### config.mk
export PLATFORM = sky130hd
export DESIGN_NAME = char_modexp_decrypt
export DESIGN_NICKNAME = d
export VERILOG_FILES = /design/src/hdl/cmexp_pkg.sv /design/src/hdl/char_modexp_decrypt.sv
export SDC_FILE = /design/constraint.sdc
export NUM_CORES = 1
export LEC_CHECK = 0
export BUFFER_PORTS_ARGS = -buffer_cell sky130_fd_sc_hd__buf_2
export CORE_ASPECT_RATIO = 0.7
export CORE_MARGIN = 2
export CORE_UTILIZATION = 40
export DETAILED_ROUTE_END_ITERATION = 7
export GPL_TIMING_DRIVEN = 1
export PLACE_DENSITY = 0.63
export SLEW_MARGIN = 0
export SYNTH_ARGS = -nofsm -noshare
export SYNTH_HDL_FRONTEND = slang
export SYNTH_SLANG_ARGS = --single-unit
### constraint.sdc
create_clock -name clk -period 7.55 [get_ports clk]
set_input_delay 0.755 -clock clk [delete_from_list [all_inputs] [get_ports clk]]
set_output_delay 0.755 -clock clk [all_outputs]
set_load 0.005 [all_outputs]
### src/hdl/cmexp_pkg.sv
// Shared constants and sequencer state type for the per-character modexp decrypter.
`default_nettype none

package cmexp_pkg;

  // Width of the configuration registers and of the exponent scan
  localparam int unsigned CFG_W = 16;
  localparam int unsigned EXP_W = 16;
  localparam int unsigned EBIT_W = $clog2(EXP_W);

  // Default datapath width of the modulus
  localparam int unsigned MOD_WIDTH_DEFAULT = 16;

  // Character offset applied before and after exponentiation
  localparam logic [7:0] CHAR_OFFSET = 8'd96;

  // Reset values of the registers
  localparam logic [CFG_W-1:0] MODULUS_RESET  = 16'hFFFF;
  localparam logic [CFG_W-1:0] EXPONENT_RESET = 16'd1;

  // Configuration register indexes
  localparam int unsigned CFG_IDX_W = 1;
  localparam logic [CFG_IDX_W-1:0] REG_MODULUS  = 1'b0;
  localparam logic [CFG_IDX_W-1:0] REG_EXPONENT = 1'b1;

  typedef enum logic [2:0] {
    S_IDLE,
    S_BASE,
    S_SQ_MUL,
    S_SQ_RED,
    S_MP_MUL,
    S_MP_RED,
    S_OUT
  } cmexp_state_t;

endpackage

`default_nettype wire

### src/hdl/char_modexp_decrypt.sv
// Top level: per-character modular exponentiation decrypter with a shared multiply/reduce unit.
`default_nettype none

// Channel  | Direction | Handshake            | Payload
// ---------+-----------+----------------------+-------------------------------------
// input    | in        | in_valid / in_ready  | code [7:0] signed ciphertext character
// output   | out       | out_valid / out_ready| plain [7:0] decrypted character
// config   | in        | cfg_valid / cfg_ready| cfg_index [0:0], cfg_data [15:0]
//
// After acceptance the block reduces the base mod n, then scans all EXP_W exponent bits from the
// top: each bit squares the accumulator and reduces, and each set bit also multiplies by the base
// and reduces; the result reaches the output register as the block returns to idle. Every
// modular reduction runs through the shared bit-serial remainder unit. A zero exponent skips the
// arithmetic and goes straight to output. Synchronous reset returns to idle, empties the output
// register and loads modulus 65535 and exponent 1. The next item is accepted while a
// finished result still waits in the output register; the block holds in_ready low while busy.

module char_modexp_decrypt
  import cmexp_pkg::*;
#(
  parameter int unsigned MOD_WIDTH = MOD_WIDTH_DEFAULT
) (
  input  wire logic                 clk,
  input  wire logic                 rst,
  // ciphertext items
  input  wire logic                 in_valid,
  output logic                      in_ready,
  input  wire logic signed [7:0]    code,
  // plaintext items
  output logic                      out_valid,
  input  wire logic                 out_ready,
  output logic [7:0]                plain,
  // register writes
  input  wire logic                 cfg_valid,
  output logic                      cfg_ready,
  input  wire logic [CFG_IDX_W-1:0] cfg_index,
  input  wire logic [CFG_W-1:0]     cfg_data
);

  localparam int unsigned PROD_W = 2 * MOD_WIDTH;
  localparam int unsigned CNT_W  = $clog2(PROD_W);
  localparam logic [CNT_W-1:0] CNT_LAST = CNT_W'(PROD_W - 1);

  cmexp_state_t state, state_next;

  // Configuration registers
  logic [CFG_W-1:0] modulus;
  logic [CFG_W-1:0] exponent;

  // Datapath registers
  logic [MOD_WIDTH-1:0] acc;     // running magnitude of the power
  logic [MOD_WIDTH-1:0] m;       // base magnitude reduced mod n
  logic [PROD_W-1:0]    prod;    // product being reduced, MSB first
  logic [MOD_WIDTH-1:0] rem;     // partial remainder
  logic [CNT_W-1:0]     cnt;     // reduction bit counter
  logic [EBIT_W-1:0]    ebit;    // exponent bit being scanned
  logic                 neg;     // result sign: negative base with odd exponent

  // Effective modulus: low MOD_WIDTH bits, zero treated as one
  logic [MOD_WIDTH+CFG_W-1:0] mod_ext;
  logic [MOD_WIDTH-1:0]       mod_lo;
  logic [MOD_WIDTH-1:0]       n_eff;

  assign mod_ext = {{MOD_WIDTH{1'b0}}, modulus};
  assign mod_lo  = mod_ext[MOD_WIDTH-1:0];
  assign n_eff   = (mod_lo == '0) ? MOD_WIDTH'(1) : mod_lo;

  // Offset character and its magnitude (range -224..31)
  logic [8:0] c9;
  logic [8:0] c9_neg;
  logic [7:0] cmag;

  assign c9     = {code[7], code} - {1'b0, CHAR_OFFSET};
  assign c9_neg = 9'd0 - c9;
  assign cmag   = c9[8] ? c9_neg[7:0] : c9[7:0];

  // Shared multiplier: square the accumulator or multiply by the base
  logic [MOD_WIDTH-1:0] mul_b;
  logic [PROD_W-1:0]    prod_mul;

  assign mul_b    = (state == S_MP_MUL) ? m : acc;
  assign prod_mul = {{MOD_WIDTH{1'b0}}, acc} * {{MOD_WIDTH{1'b0}}, mul_b};

  // Shared restoring remainder step: shift in one product bit, subtract n if it fits
  logic [MOD_WIDTH:0]   trial;
  logic [MOD_WIDTH:0]   diff;
  logic                 fits;
  logic [MOD_WIDTH-1:0] rem_next;
  logic                 red_last;

  assign trial    = {rem, prod[PROD_W-1]};
  assign diff     = trial - {1'b0, n_eff};
  assign fits     = trial >= {1'b0, n_eff};
  assign rem_next = fits ? diff[MOD_WIDTH-1:0] : trial[MOD_WIDTH-1:0];
  assign red_last = (cnt == CNT_LAST);

  // Output register loads once the slot is empty or being drained
  logic out_load;
  assign out_load  = (state == S_OUT) && (!out_valid || out_ready);
  assign cfg_ready = 1'b1;

  // Sequencer
  always_ff @(posedge clk) begin
    if (rst) begin
      state <= S_IDLE;
    end else begin
      state <= state_next;
    end
  end

  always_comb begin
    state_next = state;
    in_ready   = 1'b0;
    unique case (state)
      S_IDLE: begin
        in_ready = 1'b1;
        if (in_valid) begin
          // zero exponent: the power is one, skip the arithmetic
          state_next = (exponent == '0) ? S_OUT : S_BASE;
        end
      end
      S_BASE: begin
        if (red_last) state_next = S_SQ_MUL;
      end
      S_SQ_MUL: state_next = S_SQ_RED;
      S_SQ_RED: begin
        if (red_last) begin
          if (exponent[ebit]) state_next = S_MP_MUL;
          else if (ebit == '0) state_next = S_OUT;
          else state_next = S_SQ_MUL;
        end
      end
      S_MP_MUL: state_next = S_MP_RED;
      S_MP_RED: begin
        if (red_last) state_next = (ebit == '0) ? S_OUT : S_SQ_MUL;
      end
      S_OUT: begin
        if (out_load) state_next = S_IDLE;
      end
      default: state_next = S_IDLE;
    endcase
  end

  // Control registers: configuration and output valid
  always_ff @(posedge clk) begin
    if (rst) begin
      modulus   <= MODULUS_RESET;
      exponent  <= EXPONENT_RESET;
      out_valid <= 1'b0;
    end else begin
      if (cfg_valid && cfg_ready) begin
        unique case (cfg_index)
          REG_MODULUS:  modulus  <= cfg_data;
          REG_EXPONENT: exponent <= cfg_data;
          default: ;
        endcase
      end
      if (out_load) out_valid <= 1'b1;
      else if (out_ready) out_valid <= 1'b0;
    end
  end

  // Datapath: left-to-right square-and-multiply on the magnitude
  always_ff @(posedge clk) begin
    unique case (state)
      S_IDLE: begin
        if (in_valid) begin
          prod <= {{(PROD_W-8){1'b0}}, cmag};
          rem  <= '0;
          cnt  <= '0;
          acc  <= MOD_WIDTH'(1);
          ebit <= EBIT_W'(EXP_W - 1);
          neg  <= c9[8] & exponent[0];
        end
      end
      S_BASE, S_SQ_RED, S_MP_RED: begin
        prod <= {prod[PROD_W-2:0], 1'b0};
        rem  <= rem_next;
        cnt  <= cnt + 1'b1;
        if (red_last) begin
          if (state == S_BASE) begin
            m <= rem_next;
          end else begin
            acc <= rem_next;
            // advance to the next exponent bit unless a multiply is still due
            if (ebit != '0 && (state == S_MP_RED || !exponent[ebit])) begin
              ebit <= ebit - 1'b1;
            end
          end
        end
      end
      S_SQ_MUL, S_MP_MUL: begin
        prod <= prod_mul;
        rem  <= '0;
        cnt  <= '0;
      end
      S_OUT: begin
        // low 8 bits of signed result plus offset
        if (out_load) plain <= neg ? (CHAR_OFFSET - acc[7:0]) : (CHAR_OFFSET + acc[7:0]);
      end
      default: ;
    endcase
  end

  // Checks
  a_busy_after_accept: assert property (@(posedge clk) disable iff (rst)
    (in_valid && in_ready) |=> !in_ready)
    else $error("input accepted while an item is in progress");

  a_zero_exp_shortcut: assert property (@(posedge clk) disable iff (rst)
    (in_valid && in_ready && exponent == '0) |=> (state == S_OUT))
    else $error("zero exponent did not skip the arithmetic");

  a_rem_below_mod: assert property (@(posedge clk) disable iff (rst)
    (state == S_BASE || state == S_SQ_RED || state == S_MP_RED) |-> (rem < n_eff))
    else $error("partial remainder reached the modulus");

  a_base_reduced: assert property (@(posedge clk) disable iff (rst)
    (state == S_MP_MUL) |-> (m < n_eff))
    else $error("base not reduced below the modulus");

endmodule

`default_nettype wire
==> out/metrics.yaml <==
postSynthCellCount: 1673
fmax_ghz: 0.138
htree_levels: 4
post-route-period-util_pct: 95.7
coreArea_mm2: 0.0384
start_kind: "flip-flop"
n_antenna_cell: 0
root_buffer: "clkbuf_16"
gp_congestion: 0.930
hold_path_class: "reg -> reg"
cts_tree: "built"
slew_viol_final: 0
clk_pin_slew_worst_paths_ns: 0.07
grt_max_degree: 54
layout_common_cells: "269 x inv_1, 232 x nand2_1, 195 x fa_1"
die_h_um: 169
fillers: 3731
worstPathMaxFanout: 34
syn_avg_cell_area_um2: 9.33
period_minus_slack_ns: 7.23
synth_top_family_by_area: "adder cells"
clk_latency_ns: 0.44
initial_core_util_pct: 40.6
cp_cell_sequence: "nor2_1 -> nand2_1 -> buf_12 -> mux2_2 -> and2_1 -> fa_1 -> inv_1 -> fa_1 -> inv_1 -> fa_1 -> fa_1 -> fa_1 -> inv_1 -> fa_1 -> inv_1 -> ha_1 -> a21o_1 -> a311o_1 -> o21ai_0 -> nand2_1 -> a22oi_1 -> o31a_1 -> nand2_1"
antenna_left: 0
worst_slew_pin_slew_ns: 1.16
slew_headroom_pct: 22.2
grt_pass1_vias: 11700
critPathSlowestCell: "a22oi_1"
numCtsBuffers: 17
core.rowCount: 60
synth-edff-count: 98
track_usage_pct: 20.8
max_cap_violations: 0
synthSimpleGateAreaFrac_pct: 16.3
skew_ns: 0.0115
syn_area_mm2: 0.0156
r2r_end: "prod[30]"
vias: 11700
synth-seq-cells: 134
synthXorXnorAreaFrac_pct: 2.69
drt_iter0_drc: 990
port_buffers: 39
cts_sinks: 134
finalNetCount: 2032
path_common_cell: "fa_1"
rsz0062_at_grt: "no"
synthAdderAreaFrac_pct: 35.3
drt_pass1_iterations: 5
ff2ff_path_depth: 23
arrival_ns: 7.42
wirelength_mm: 40.9
stdcell_count: 2218
synth_mux_area_share_pct: 3.55
synthToLayoutAreaGrowth_pct: 8.87
setup_tns_ns: 0
critPathMaxStageDelay_ns: 0.58
startpoint: "state[0]"
dp_cells: 2186
synthFlopType: "edfxtp_1"
worst-path-stages: 23
r2r-start: "state[0]"
hold_viol: 0
ys_warn_count: 0
dp_hpwl_mm: 32.1
floorplan.die_area_mm2: 0.0406
vias_per_cell: 5.28
synth_seq_area_share_pct: 23.5
syn_nets: 2027
path_buf_inv: 5
wl_per_cell_um: 18.4
cts_setup_buffers: 0
final_common_cell: "inv_1"
drive_gt1_share_pct: 8.10
die_w_um: 240
setup_viol: 0
endpoint: "prod[30]"
crit_required_ns: 7.74
cts.path.max_buffers: 2
endpoint_kind: "flip-flop"
drc: 0
synth-compound-area-share_pct: 9.82
io_pins: 41
cts.repair.resized: 0
gr-total-overflow: 0
r2r_slack_ns: 0.32
grt_pass1_wl_mm: 65.4
crit_family: "adder cells"
antenna_found_initial: 0
crit_type: "reg -> reg"
status: "finished, final reports clean"
cts_hold_buf: 0
async_flop_share_pct: 0
ys_types: 72
## tightest hold or removal path, cell delays in order, from the launching register on
cell and delay (ns):
dfxtp_1 0.33, nand2_1 0.06, a21oi_1 0.05
## registers in the layout, summed over array words and instances (netlist names)
| signal | cells |
|---|---|
| mod_lo | 16 |
| acc | 16 |
| prod | 32 |
| neg | 1 |
| state | 3 |
| rem | 16 |
| m | 16 |
| cnt | 5 |
| plain | 8 |
| ebit | 4 |
| out_valid | 1 |
| exponent | 16 |
## stage by stage
step | hold WS [ns] | worst slack [ns] | util, % | area (um^2)
floorplan | 0.446 | 0.643 | - | 15600
global placement | 0.462 | 0.466 | 42.6 | 16400
detailed placement | 0.470 | 0.386 | 42.6 | 16400
CTS | 0.480 | 0.368 | 44.2 | 17000
global route | 0.499 | 0.0659 | 44.2 | 17000
finish | 0.477 | 0.325 | 44.2 | 17000
## kinds of logic after synthesis
kind of cell             count (synthesis)
AO/OA/AOI/OAI                          230
AND/OR/NAND/NOR                        534
multiplexers                            44
buffers and inverters                  358
flip-flops                             134
adder cells (fa/ha/maj)                324
other                                    1
XOR/XNOR                                48
## cells in the mapped netlist (4+ instances only)
cell type / count / area, um^2
xor2_1: 15 / 131
o21ai_0: 52 / 260
a31oi_1: 7 / 43.8
nor4_1: 8 / 50.1
nand2b_1: 17 / 106
o211ai_1: 5 / 37.5
a311oi_1: 4 / 35.0
and2_1: 79 / 494
a21oi_1: 62 / 310
a211o_1: 18 / 158
nand4_1: 8 / 50.1
edfxtp_1: 98 / 2940
nand2_1: 232 / 871
ha_1: 129 / 1610
mux2i_1: 13 / 130
mux2_2: 11 / 124
a22oi_1: 5 / 37.5
nor2b_1: 43 / 269
dfxtp_1: 36 / 721
nand3_1: 18 / 90.1
mux2_1: 10 / 113
nor3_1: 17 / 85.1
o21a_1: 11 / 82.6
a21o_1: 13 / 97.6
inv_1: 269 / 1010
or4_1: 4 / 30.0
clkbuf_1: 78 / 293
and3_1: 13 / 81.3
mux4_2: 5 / 113
xnor2_1: 33 / 289
mux2_4: 5 / 75.1
a22o_1: 4 / 35.0
or3_1: 6 / 37.5
buf_2: 4 / 20.0
nor2_1: 77 / 289
o31ai_1: 9 / 67.6
fa_1: 195 / 3900
## how the worst min path moves through the flow
| stage | startpoint | depth (start not counted) | endpoint | slack (ns) |
|---|---|---|---|---|
| floorplan | exponent[14] | 2 | exponent[14] | 0.45 |
| global placement | exponent[2] | 2 | exponent[2] | 0.46 |
| global route | exponent[7] | 2 | exponent[7] | 0.50 |
| finish | exponent[9] | 2 | exponent[9] | 0.48 |
| CTS | exponent[9] | 2 | exponent[9] | 0.48 |
| detailed placement | exponent[9] | 2 | exponent[9] | 0.47 |
## final cells by class
class | count | area, um^2 | area share, %
clock buffer | 17 | 425 | 2.50
clock inverter | 15 | 180 | 1.06
inverter | 271 | 1020 | 5.99
multi-input combinational | 1181 | 10600 | 62.3
sequential | 134 | 3660 | 21.6
tap | 527 | 659 | 3.88
timing repair buffer | 73 | 463 | 2.72
## per-layer routing
layer	track usage [%]	wire length (um)
met4	3.11	292
met3	5.09	3640
met5	0	0
met2	29.2	16500
met1	32.7	20400
Power is left out: the tool's default activity adds up to more than one toggle a clock period on the data nets, which glitch-free logic cannot reach.
